File: config.mk
export PLATFORM = sky130hd
export DESIGN_NAME = pwm_timer_channel_allocator_unit
export DESIGN_NICKNAME = d
export VERILOG_FILES = /design/src/sv/ptca_pkg.sv /design/src/sv/pwm_timer_channel_allocator_unit.sv /design/src/sv/ptca_datapath.sv /design/src/sv/ptca_ctrl.sv
export SDC_FILE = /design/constraint.sdc
export NUM_CORES = 1
export LEC_CHECK = 0
export BUFFER_PORTS_ARGS = -buffer_cell sky130_fd_sc_hd__buf_2
export CAP_MARGIN = 0
export CORE_ASPECT_RATIO = 1.1
export CORE_UTILIZATION = 60
export DETAILED_ROUTE_END_ITERATION = 10
export GPL_ROUTABILITY_DRIVEN = 0
export PLACE_DENSITY = 0.8
export SETUP_SLACK_MARGIN = 0.02
export SKIP_CTS_REPAIR_TIMING = 1
export SLEW_MARGIN = 20
export SYNTH_ARGS = -nofsm -noshare
export SYNTH_HDL_FRONTEND = slang
export SYNTH_SLANG_ARGS = --single-unit
File: constraint.sdc
create_clock -name clk -period 9.7 [get_ports clk]
set_clock_uncertainty 0.2 [all_clocks]
set_input_delay 0.485 -clock clk [delete_from_list [all_inputs] [get_ports clk]]
set_output_delay 0.485 -clock clk [all_outputs]
set_load 0.03 [all_outputs]
File: src/sv/ptca_pkg.sv
// ============================================================================
// ptca_pkg
// Shared types, constants and wiring functions of the PWM timer channel
// allocator.
// ============================================================================
`default_nettype none

package ptca_pkg;

    localparam int CHANNELS        = 16;
    localparam int TIMERS          = 4;
    localparam int USERS_PER_TIMER = 4;
    localparam int FREQ_BITS       = 26;

    // Channel ch is wired to timer (ch / CHAN_GROUP) % TIMER_WRAP.
    localparam int CHAN_GROUP = 2;
    localparam int TIMER_WRAP = 4;

    // Fixed field widths of the request and the response.
    localparam int FREQ_FIELD_W  = 26;
    localparam int CHAN_FIELD_W  = 4;
    localparam int TIMER_FIELD_W = 2;

    localparam int TIMER_W = (TIMERS > 1) ? $clog2(TIMERS) : 1;
    localparam int CHAN_W  = (CHANNELS > 1) ? $clog2(CHANNELS) : 1;
    localparam int USERS_W = $clog2(USERS_PER_TIMER + 1);
    localparam int CIDX_W  = (USERS_PER_TIMER > 1) ? $clog2(USERS_PER_TIMER) : 1;

    localparam logic OP_ALLOC   = 1'b0;
    localparam logic OP_RELEASE = 1'b1;

    typedef enum logic [1:0] {
        ST_OK         = 2'd0,
        ST_NONE_FREE  = 2'd1,
        ST_ZERO_FREQ  = 2'd2,
        ST_NOT_IN_USE = 2'd3
    } status_t;

    typedef struct packed {
        logic                      opcode;
        logic [FREQ_FIELD_W-1:0]   frequency_hz;
        logic [CHAN_FIELD_W-1:0]   release_channel;
    } req_t;

    typedef struct packed {
        logic                      success;
        logic [CHAN_FIELD_W-1:0]   granted_channel;
        logic [TIMER_FIELD_W-1:0]  granted_timer;
        status_t                   status;
    } rsp_t;

    // Commands from the controller to the datapath.
    typedef struct packed {
        logic    load;
        logic    timer_next;
        logic    claim;
        logic    chan_next;
        logic    grant;
        logic    undo;
        logic    release_ch;
        logic    fail;
        status_t fail_code;
        logic    push;
    } cmd_t;

    // Status from the datapath to the controller.
    typedef struct packed {
        logic is_release;
        logic freq_zero;
        logic release_ok;
        logic timer_hit;
        logic timer_last;
        logic chan_hit;
        logic chan_last;
        logic out_free;
    } stat_t;

    typedef struct packed {
        logic              valid;
        logic [CHAN_W-1:0] ch;
    } chan_pick_t;

    // The index-th channel wired to timer t, in ascending channel order.
    function automatic chan_pick_t nth_chan(input logic [TIMER_W-1:0] t,
                                            input logic [CIDX_W-1:0]  i);
        chan_pick_t pick;
        int         ch;
        ch = (int'(i) / CHAN_GROUP) * (CHAN_GROUP * TIMER_WRAP)
             + int'(t) * CHAN_GROUP + int'(i) % CHAN_GROUP;
        pick.valid = (int'(t) < TIMER_WRAP) && (ch < CHANNELS);
        pick.ch    = CHAN_W'(ch);
        return pick;
    endfunction

    // Timer number that a channel is wired to.
    function automatic logic [TIMER_FIELD_W-1:0] chan_timer(
        input logic [CHAN_FIELD_W-1:0] ch);
        return TIMER_FIELD_W'((int'(ch) / CHAN_GROUP) % TIMER_WRAP);
    endfunction

endpackage

`default_nettype wire

File: src/sv/pwm_timer_channel_allocator_unit.sv
// ============================================================================
// pwm_timer_channel_allocator_unit
// Allocates and releases PWM channels over a small set of shared timers.
// ============================================================================
// One request is handled at a time and gives exactly one response. A request
// is captured, then decoded, then the timers are examined in order (up to
// four, first match or free timer wins) and then the channels on the chosen
// timer (up to four), and last the result is loaded into the output register.
// Releases and zero-frequency requests skip both scans. The request side is
// ready again the cycle after the response is loaded, even while that
// response still waits for its transfer.
`default_nettype none

module pwm_timer_channel_allocator_unit (
    input  wire logic           clk,
    input  wire logic           rst_n,
    input  wire logic           req_valid,
    output logic                req_stall,
    input  wire ptca_pkg::req_t req,
    output logic                rsp_valid,
    input  wire logic           rsp_stall,
    output ptca_pkg::rsp_t      rsp
);
    import ptca_pkg::*;

    cmd_t  cmd;
    stat_t stat;

    ptca_ctrl u_ctrl (
        .clk       (clk),
        .rst_n     (rst_n),
        .req_valid (req_valid),
        .req_stall (req_stall),
        .stat      (stat),
        .cmd       (cmd)
    );

    ptca_datapath u_datapath (
        .clk       (clk),
        .rst_n     (rst_n),
        .req       (req),
        .cmd       (cmd),
        .stat      (stat),
        .rsp_valid (rsp_valid),
        .rsp_stall (rsp_stall),
        .rsp       (rsp)
    );

endmodule

`default_nettype wire

File: src/sv/ptca_datapath.sv
// ============================================================================
// ptca_datapath
// Timer and channel tables, request and scan registers, and the response
// output register of the allocator.
// ============================================================================
`default_nettype none

module ptca_datapath (
    input  wire logic           clk,
    input  wire logic           rst_n,
    input  wire ptca_pkg::req_t req,
    input  wire ptca_pkg::cmd_t cmd,
    output ptca_pkg::stat_t     stat,
    output logic                rsp_valid,
    input  wire logic           rsp_stall,
    output ptca_pkg::rsp_t      rsp
);
    import ptca_pkg::*;

    logic [FREQ_BITS-1:0] timer_freq_reg  [TIMERS];
    logic [USERS_W-1:0]   timer_users_reg [TIMERS];
    logic [CHANNELS-1:0]  chan_busy_reg;
    logic                 rsp_valid_reg;

    req_t                 req_reg;
    logic [TIMER_W-1:0]   tidx_reg;
    logic [TIMER_W-1:0]   sel_reg;
    logic [CIDX_W-1:0]    cidx_reg;
    rsp_t                 res_reg;
    rsp_t                 rsp_reg;

    logic [FREQ_BITS-1:0]     req_freq;
    logic [CHAN_W-1:0]        rel_ch;
    logic [TIMER_FIELD_W-1:0] rel_timer_num;
    logic [TIMER_W-1:0]       rel_timer;
    logic                     rel_timer_in;
    logic [USERS_W-1:0]       rel_users_next;
    logic                     cand;
    chan_pick_t               pick;

    always_comb
    begin
        req_freq      = req_reg.frequency_hz[FREQ_BITS-1:0];
        rel_ch        = CHAN_W'(req_reg.release_channel);
        rel_timer_num = chan_timer(req_reg.release_channel);
        rel_timer     = TIMER_W'(rel_timer_num);
        rel_timer_in  = int'(rel_timer_num) < TIMERS;
        rel_users_next = (timer_users_reg[rel_timer] == '0) ? '0
                         : timer_users_reg[rel_timer] - USERS_W'(1);
        cand = (timer_freq_reg[tidx_reg] == req_freq) || (timer_freq_reg[tidx_reg] == '0);
        pick = nth_chan(sel_reg, cidx_reg);

        stat.is_release = req_reg.opcode == OP_RELEASE;
        stat.freq_zero  = req_freq == '0;
        stat.release_ok = (int'(req_reg.release_channel) < CHANNELS) && chan_busy_reg[rel_ch];
        stat.timer_hit  = cand && (timer_users_reg[tidx_reg] < USERS_W'(USERS_PER_TIMER));
        stat.timer_last = int'(tidx_reg) == TIMERS - 1;
        stat.chan_hit   = pick.valid && !chan_busy_reg[pick.ch];
        stat.chan_last  = int'(cidx_reg) == USERS_PER_TIMER - 1;
        stat.out_free   = !rsp_valid_reg || !rsp_stall;
    end

    // Allocation state and the output valid flag.
    always_ff @(posedge clk or negedge rst_n)
    begin
        if (!rst_n)
        begin
            for (int t = 0; t < TIMERS; t++)
            begin
                timer_freq_reg[t]  <= '0;
                timer_users_reg[t] <= '0;
            end
            chan_busy_reg <= '0;
            rsp_valid_reg <= 1'b0;
        end
        else
        begin
            if (cmd.claim)
            begin
                timer_freq_reg[tidx_reg]  <= req_freq;
                timer_users_reg[tidx_reg] <= timer_users_reg[tidx_reg] + USERS_W'(1);
            end
            if (cmd.undo)
            begin
                timer_users_reg[sel_reg] <= timer_users_reg[sel_reg] - USERS_W'(1);
                if (timer_users_reg[sel_reg] == USERS_W'(1))
                begin
                    timer_freq_reg[sel_reg] <= '0;
                end
            end
            if (cmd.grant)
            begin
                chan_busy_reg[pick.ch] <= 1'b1;
            end
            if (cmd.release_ch)
            begin
                chan_busy_reg[rel_ch] <= 1'b0;
                if (rel_timer_in)
                begin
                    timer_users_reg[rel_timer] <= rel_users_next;
                    if (rel_users_next == '0)
                    begin
                        timer_freq_reg[rel_timer] <= '0;
                    end
                end
            end
            if (cmd.push)
            begin
                rsp_valid_reg <= 1'b1;
            end
            else if (!rsp_stall)
            begin
                rsp_valid_reg <= 1'b0;
            end
        end
    end

    // Request, scan indexes and result payload.
    always_ff @(posedge clk)
    begin
        if (cmd.load)
        begin
            req_reg  <= req;
            tidx_reg <= '0;
        end
        if (cmd.timer_next)
        begin
            tidx_reg <= tidx_reg + TIMER_W'(1);
        end
        if (cmd.claim)
        begin
            sel_reg  <= tidx_reg;
            cidx_reg <= '0;
        end
        if (cmd.chan_next)
        begin
            cidx_reg <= cidx_reg + CIDX_W'(1);
        end
        if (cmd.grant)
        begin
            res_reg.success         <= 1'b1;
            res_reg.granted_channel <= CHAN_FIELD_W'(pick.ch);
            res_reg.granted_timer   <= TIMER_FIELD_W'(sel_reg);
            res_reg.status          <= ST_OK;
        end
        if (cmd.release_ch)
        begin
            res_reg.success         <= 1'b1;
            res_reg.granted_channel <= req_reg.release_channel;
            res_reg.granted_timer   <= rel_timer_num;
            res_reg.status          <= ST_OK;
        end
        if (cmd.undo || cmd.fail)
        begin
            res_reg.success         <= 1'b0;
            res_reg.granted_channel <= '0;
            res_reg.granted_timer   <= '0;
            res_reg.status          <= cmd.undo ? ST_NONE_FREE : cmd.fail_code;
        end
        if (cmd.push)
        begin
            rsp_reg <= res_reg;
        end
    end

    assign rsp_valid = rsp_valid_reg;
    assign rsp       = rsp_reg;

    for (genvar g = 0; g < TIMERS; g++)
    begin : g_timer_chk
        a_users_bound: assert property (@(posedge clk) disable iff (!rst_n)
            timer_users_reg[g] <= USERS_W'(USERS_PER_TIMER))
            else $error("timer user count exceeds its limit");

        a_idle_timer_free: assert property (@(posedge clk) disable iff (!rst_n)
            timer_users_reg[g] == '0 |-> timer_freq_reg[g] == '0)
            else $error("timer without users keeps a frequency");
    end

    a_grant_free_chan: assert property (@(posedge clk) disable iff (!rst_n)
        cmd.grant |-> pick.valid && !chan_busy_reg[pick.ch])
        else $error("granted channel is already busy");

endmodule

`default_nettype wire

File: src/sv/ptca_ctrl.sv
// ============================================================================
// ptca_ctrl
// Sequencer of the allocator: decodes a request, for an allocation scans timers and then
// the channels of the chosen timer, and hands the result to the output register.
// ============================================================================
`default_nettype none

module ptca_ctrl (
    input  wire logic            clk,
    input  wire logic            rst_n,
    input  wire logic            req_valid,
    output logic                 req_stall,
    input  wire ptca_pkg::stat_t stat,
    output ptca_pkg::cmd_t       cmd
);
    import ptca_pkg::*;

    typedef enum logic [2:0] {
        S_IDLE,
        S_DECODE,
        S_TSCAN,
        S_CSCAN,
        S_FINISH
    } state_t;

    state_t state_reg;
    state_t state_next;

    always_comb
    begin
        cmd        = '0;
        cmd.fail_code = ST_OK;
        state_next = state_reg;
        case (state_reg)
            S_IDLE:
            begin
                if (req_valid)
                begin
                    cmd.load   = 1'b1;
                    state_next = S_DECODE;
                end
            end
            S_DECODE:
            begin
                if (stat.is_release)
                begin
                    if (stat.release_ok)
                    begin
                        cmd.release_ch = 1'b1;
                    end
                    else
                    begin
                        cmd.fail      = 1'b1;
                        cmd.fail_code = ST_NOT_IN_USE;
                    end
                    state_next = S_FINISH;
                end
                else if (stat.freq_zero)
                begin
                    cmd.fail      = 1'b1;
                    cmd.fail_code = ST_ZERO_FREQ;
                    state_next    = S_FINISH;
                end
                else
                begin
                    state_next = S_TSCAN;
                end
            end
            S_TSCAN:
            begin
                if (stat.timer_hit)
                begin
                    cmd.claim  = 1'b1;
                    state_next = S_CSCAN;
                end
                else if (stat.timer_last)
                begin
                    cmd.fail      = 1'b1;
                    cmd.fail_code = ST_NONE_FREE;
                    state_next    = S_FINISH;
                end
                else
                begin
                    cmd.timer_next = 1'b1;
                end
            end
            S_CSCAN:
            begin
                if (stat.chan_hit)
                begin
                    cmd.grant  = 1'b1;
                    state_next = S_FINISH;
                end
                else if (stat.chan_last)
                begin
                    // No free channel on the timer: give the user slot back.
                    cmd.undo   = 1'b1;
                    state_next = S_FINISH;
                end
                else
                begin
                    cmd.chan_next = 1'b1;
                end
            end
            S_FINISH:
            begin
                if (stat.out_free)
                begin
                    cmd.push   = 1'b1;
                    state_next = S_IDLE;
                end
            end
            default:
            begin
                state_next = S_IDLE;
            end
        endcase
    end

    always_ff @(posedge clk or negedge rst_n)
    begin
        if (!rst_n)
        begin
            state_reg <= S_IDLE;
        end
        else
        begin
            state_reg <= state_next;
        end
    end

    assign req_stall = state_reg != S_IDLE;

    a_claim_to_cscan: assert property (@(posedge clk) disable iff (!rst_n)
        cmd.claim |=> state_reg == S_CSCAN)
        else $error("timer claim not followed by channel scan");

    a_push_only_free: assert property (@(posedge clk) disable iff (!rst_n)
        cmd.push |-> stat.out_free && state_reg == S_FINISH)
        else $error("result pushed into an occupied output register");

endmodule

`default_nettype wire
# Word-level counts from Yosys, hierarchy flattened
# Index checks and enable logic that the tools add are counted.
# totals
register_bits,191
inputBits,35
word_cells,180
# op_classes
add_sub_neg,7
magnitude_cmp,12
n_eq_ne,13
mux,89
n_bitwise,10
n_reduce_logical,24
# op_table
cell,count
$mux 104,5
$and 104x104->104,2
$not 104->104,2
$demux 26 s2,3
$mux 26,5
$bwmux 104,1
$mux 3,24
$bmux 26 s2,1
$logic_not 26->1,2
$bwmux 12,3
$mux 12,3
$add 32x2->32,1
$lt 32x6->1 const B,1
$mux 16,2
$eq 26x26->1,1
$mux 1,21
$bmux 3 s2,3
$demux 3 s2,3
$mux 9,2
$and 16x16->16,1
$not 16->16,1
$or 16x16->16,1
$pmux 3 s5,1
$mux 2,7
other kinds (27),59

# Logic depth before layout (Yosys ltp)
# logic_depth
depth_word,16
depth_mapped,12
ltp_nobuf,8

# Hierarchy
# Synthesis repeated with hierarchy kept, for this count alone.
# hier_totals
hier_cells,826
area_unflattened_um2,9915.8
# modules_own_cells
module,n_inst,cells_per_inst,area_per_inst_um2,seq_area_each_um2
ptca_datapath,1,779,9555.4,4809.6
ptca_ctrl,1,47,360.3,75.1

# Least setup slack after synthesis
# Ideal clock, no wire load.
# synth_timing
kind,register to register
start,"register u_datapath.req_reg, in the netlist u_datapath.rel_ch[1]"
end,register u_datapath.timer_freq_reg[58] (netlist name)
setup_time_ns,0.132
arrival_time_ns,3.023
t_required_ns,9.368
path_slack_ns,6.345
stages_incl_launch_ff,11
n_path_buf,4
path_cell_list,edfxtp_1 > clkbuf_1 > buf_2 > mux4_2 > or2_2 > ha_1 > or3_1 > clkbuf_1 > o22ai_1 > clkbuf_1 > nor2_1
# synth_via
elab_chain_len,9
# synth_lines
item,line,text
from (decl),ptca_datapath.sv:25,req_t req_reg;
from (signal assigned),ptca_datapath.sv:123,req_reg <= req;
$not 2->3 (not written as such),"ptca_datapath.sv:48, ptca_datapath.sv:49, ptca_datapath.sv:103",
"$bmux 3 s2, or another cell as far along","ptca_datapath.sv:48, ptca_datapath.sv:49",
$mux 3 (not written as such) / $logic_and 1x1->1 (equally long branches),"ptca_datapath.sv:48, ptca_datapath.sv:49, ptca_datapath.sv:103",
$mux 3 (not written as such) / $mux 26 (equally long branches),"ptca_datapath.sv:48, ptca_datapath.sv:49, ptca_datapath.sv:103",
"$sub 3x1->3, or another cell as far along",ptca_datapath.sv:49,: timer_users_reg[rel_timer] - USERS_W'(1);
$mux 3 / $not 104->104 (equally long branches),n/a,
$logic_not 3->1 / $and 104x104->104 (equally long branches),n/a,
$mux 104,ptca_datapath.sv:101,if (rel_users_next == '0)
$mux 104 (*),ptca_datapath.sv:95,if (cmd.release_ch)
"to (signal, indexed assignment)",ptca_datapath.sv:80,timer_freq_reg[tidx_reg] <= req_freq;
to (decl),ptca_datapath.sv:20,logic [FREQ_BITS-1:0] timer_freq_reg [TIMERS];
# Every way passes the cells marked *; elsewhere a longest branch is shown, timed or not. The select of a mux whose other input is x is not followed.
# A chain may end at the register's enable or synchronous reset.

# Worst setup path in the final report
# layout_timing
start,register u_datapath.tidx_reg[0]
end,register u_datapath.timer_users_reg[6] (netlist name)
# layout_via
elab_chain_len,14
# layout_lines
item,line,text
from (decl),ptca_datapath.sv:26,logic [TIMER_W-1:0] tidx_reg;
from (signal assigned),ptca_datapath.sv:128,tidx_reg <= tidx_reg + TIMER_W'(1);
$not 2->3 (not written as such) (*),"ptca_datapath.sv:50, ptca_datapath.sv:56, ptca_datapath.sv:81",
$bmux 26 s2,ptca_datapath.sv:50,cand = (timer_freq_reg[tidx_reg] == req_freq) || (timer_freq_reg[tidx_reg] == '0);
$mux 26 (not written as such) (2 in series),ptca_datapath.sv:50,
$eq 26x26->1 / $logic_not 26->1 (equally long branches),ptca_datapath.sv:50,
$logic_or 1x1->1,ptca_datapath.sv:50,
$logic_and 1x1->1,ptca_datapath.sv:56,stat.timer_hit = cand && (timer_users_reg[tidx_reg] < USERS_W'(USERS_PER_TIMER));
$mux 1,ptca_ctrl.sv:71,if (stat.timer_hit)
$mux 2,ptca_ctrl.sv:34,case (state_reg)
$mux 12 (*),ptca_datapath.sv:78,if (cmd.claim)
$bwmux 12,ptca_datapath.sv:85,timer_users_reg[sel_reg] <= timer_users_reg[sel_reg] - USERS_W'(1);
$mux 12 (*),ptca_datapath.sv:83,if (cmd.undo)
$bwmux 12,ptca_datapath.sv:100,timer_users_reg[rel_timer] <= rel_users_next;
$mux 12 (*),ptca_datapath.sv:95,
"to (signal, indexed assignment)",ptca_datapath.sv:81,timer_users_reg[tidx_reg] <= timer_users_reg[tidx_reg] + USERS_W'(1);
"to (signal, indexed assignment)",ptca_datapath.sv:85,
"to (signal, indexed assignment)",ptca_datapath.sv:100,
to (decl),ptca_datapath.sv:21,logic [USERS_W-1:0] timer_users_reg [TIMERS];
# Marks and branches as above.

==> results.toml <==
[logic_synthesis]
syn_avg_cell_area_sq_um = 12.1
synth_area_leaders = "dfrtp_1 35%, edfxtp_1 14%, mux2i_1 13%, mux4_2 9.4%, nor2_1 5.0%"
synth.most_common_cell = "dfrtp_1"
ys_top_cells_by_count = "136 x dfrtp_1, 129 x mux2i_1, 127 x nor2_1"
synth_warnings = 0
synthesis.nets = 838
synth_edf_count = 46
netlist_area_sq_mm = 0.00962
synth_seq_cells = 187
synth.distinct_cells = 53
ys_async_sr_fraction_pct = 72.7
netlist.area_leader.share_pct = 35.4
yosysTopAreaCell = "dfrtp_1"
seq_area_frac_synth_pct = 50.8
syn_inst = 793
synth-main-ff-cell = "dfrtp_1"

[clock_tree]
cts_root_buf = "clkbuf_16"
clockBufferDepth = 2
cts_tree = "built"
clk_pin_slew_ns = 0.07
clk_latency_ns = 0.44
clock-sinks = 187
cts_made_buffers = 17
cts.htree.levels = 4

[sta]
clock.fmax_mhz = 223
hold_ws_ns = 0.0129
tightest_slew_ns = 0.971
maxSlewViolCount = 0
setup-tns-final_ns = 0
slew_headroom_pct = 35.3
min_period_over_period_pct = 46.3
rsz0062_at_grt = "no"
fin_crit_ns = 4.49
setup-violations-final = 0
hold_viol = 0

[detailed_routing]
wl_met3_um = 1450
dr_wl_met2_um = 12100
wl_per_cell_um = 22.6
routed_wl_um = 23500
num_vias = 6836
dr.pass1.iters = 6
drt-initial-drc-count = 618
routed_via_density = 6.59
ant_nets = 0
highest_layer = "met4"
met1_length_um = 9070
route.detailed.drc = 0

[power_and_ir_drop]
pwr-share-clk_pct = 23.3
comb_power_share_pct = 32.9
ir_drop_mv = 0.149
p_per_area_mw_per_mm2 = 279
power_leakage_nw = 4.35
pwr-share-seq_pct = 43.8
switchingPower_w = 0.00107
total_power_w = 0.00293
switching_share_pct = 36.6
p_int_w = 0.00186

[global_routing]
track_usage_pct = 30.9
grt_max_degree = 81
grt_pass1_vias = 7228
grt_first_pass_wirelength_um = 38300
antenna_found_initial = 1
overflow = 0

[setup_path]
critical_path_arrival_ns = 4.60
startpoint_type = "flip-flop"
critical_path.max_stage_delay_ns = 0.87
criticalPathCategory = "reg -> reg"
crit_path_cell_trace = "buf_4 -> mux4_2 -> or4_1 -> nor2_1 -> nand4_2 -> a211oi_4 -> buf_4 -> mux2i_1 -> o221ai_1"
cp_common_cell = "buf_4"
crit_fanout = 36
slowest_stage = "a211oi_4"
r2r_slack_ns = 5.21
worstPathRequired_ns = 9.81
endpoint_kind = "flip-flop"

[layout]
nNetsFinal = 869
area_delta_synth_final_pct = 9.26
drive_above_1_share_pct = 17.7
largest_reg_flops = 104
fin_cells = 1037
diodes = 0

[floorplan]
start_util_pct = 61.3
die_h_um = 135
core-area_sq_mm = 0.0157
fp.dieW_um = 123
ios = 46
placementRows = 48
dieArea_sq_mm = 0.0165

[placement]
place_inst = 1004
hpwl_um = 15900
port_buffers = 45

[hold_path]
hp-class = "in -> reg"

[run]
cap_viol_max_count = 0

[outcome]
status = "finished, final reports clean"
final timing paths:
check / startpoint / to / cells after the start
max: u_datapath.tidx_reg[0]$_SDFFCE_PN0P_ / u_datapath.timer_users_reg[6]$_DFF_PN0_ / 9
min: req[21] / u_datapath.req_freq[17]$_DFFE_PP_ / 1
max reg2reg: u_datapath.tidx_reg[0]$_SDFFCE_PN0P_ / u_datapath.timer_users_reg[6]$_DFF_PN0_ / 9
min reg2reg: u_datapath.res_reg[1]$_SDFFCE_PP0P_ / u_datapath.rsp[1]$_DFFE_PP_ / 0
max in group asynchronous: rst_n / u_datapath.timer_freq_reg[11]$_DFF_PN0_ / 3
min in group asynchronous: rst_n / u_datapath.rsp_valid$_DFFE_PN0P_ / 2
power by group through the flow:
stage | Clock (W) | Combinational, W | Sequential, W
finish | 0.000681 | 0.000963 | 0.00128
global route | 0.000715 | 0.00105 | 0.00131
CTS | 0.000688 | 0.000961 | 0.00127
detailed placement | 0 | 0.000951 | 0.00129
global placement | 0 | 0.000910 | 0.00127
floorplan | 0 | 0.000745 | 0.00120
logic make-up after synthesis:
group	count (synthesis)	synth area share, %
XOR/XNOR	28	2.55
AND/OR/NAND/NOR	239	11.7
AO/OA/AOI/OAI	91	6.29
adder cells (fa/ha/maj)	10	1.30
multiplexers	174	23.4
flip-flops	187	50.8
buffers and inverters	64	3.98
stage by stage:
step | utilization, % | setup WS (ns) | area, sq um
after global routing | 67.0 | 4.99 | 10500
after CTS | 66.9 | 5.19 | 10500
final | 67.0 | 5.21 | 10500
after detailed placement | 63.3 | 5.24 | 9920
after floorplan | - | 6.34 | 9620
after global placement | 63.2 | 5.37 | 9910
cells in the final DEF, fill, tap and decap left out, types with 4 or more instances in the layout:
cell,netlist,routed
nand4_1,6,6
buf_4,7,11
a22oi_1,4,4
o21ai_1,4,4
buf_2,12,44
inv_1,19,19
or2_2,4,4
nor2_1,127,127
o21ai_0,6,6
xor2_1,10,10
dfrtp_1,136,136
mux2i_1,129,129
nor3_1,11,11
xnor2_1,18,18
edfxtp_1,46,46
o221ai_1,4,4
nand2_1,28,28
clkinvlp_4,0,4
a31oi_1,15,15
o22ai_1,8,5
nor2b_1,9,9
mux4_2,40,40
nor4_1,26,26
mux2_2,5,5
o2111ai_1,4,4
nand3_1,9,9
ha_1,10,10
dfxtp_1,5,5
a21oi_1,33,33
clkbuf_16,0,17
a211oi_4,0,4
per-layer routing:
layer | global-route usage (%) | vias to the layer above
met5 | 0 | -
met4 | 16.0 | 0
met3 | 5.74 | 78
met2 | 52.5 | 357
met1 | 37.4 | 3424
li1 | - | 2977
layout make-up:
type / instances / area [sq um]
Tap cell: 200 / 250
Timing Repair Buffer: 57 / 324
Fill cell: 1139 / 5170
Multi-Input combinational cell: 542 / 4400
Clock buffer: 20 / 447
Clock inverter: 12 / 125
Sequential cell: 187 / 4880
Inverter: 19 / 71.3
critical path: cells and delay by family, from the launching register on:
kind | cells | cell delay [ns]
simple gates | 3 | 1.00
mux | 2 | 0.85
buf+inv | 2 | 0.96
compound gates | 2 | 0.99
flops | 1 | 0.33
No activity file was read; power rests on OpenSTA's default activity.
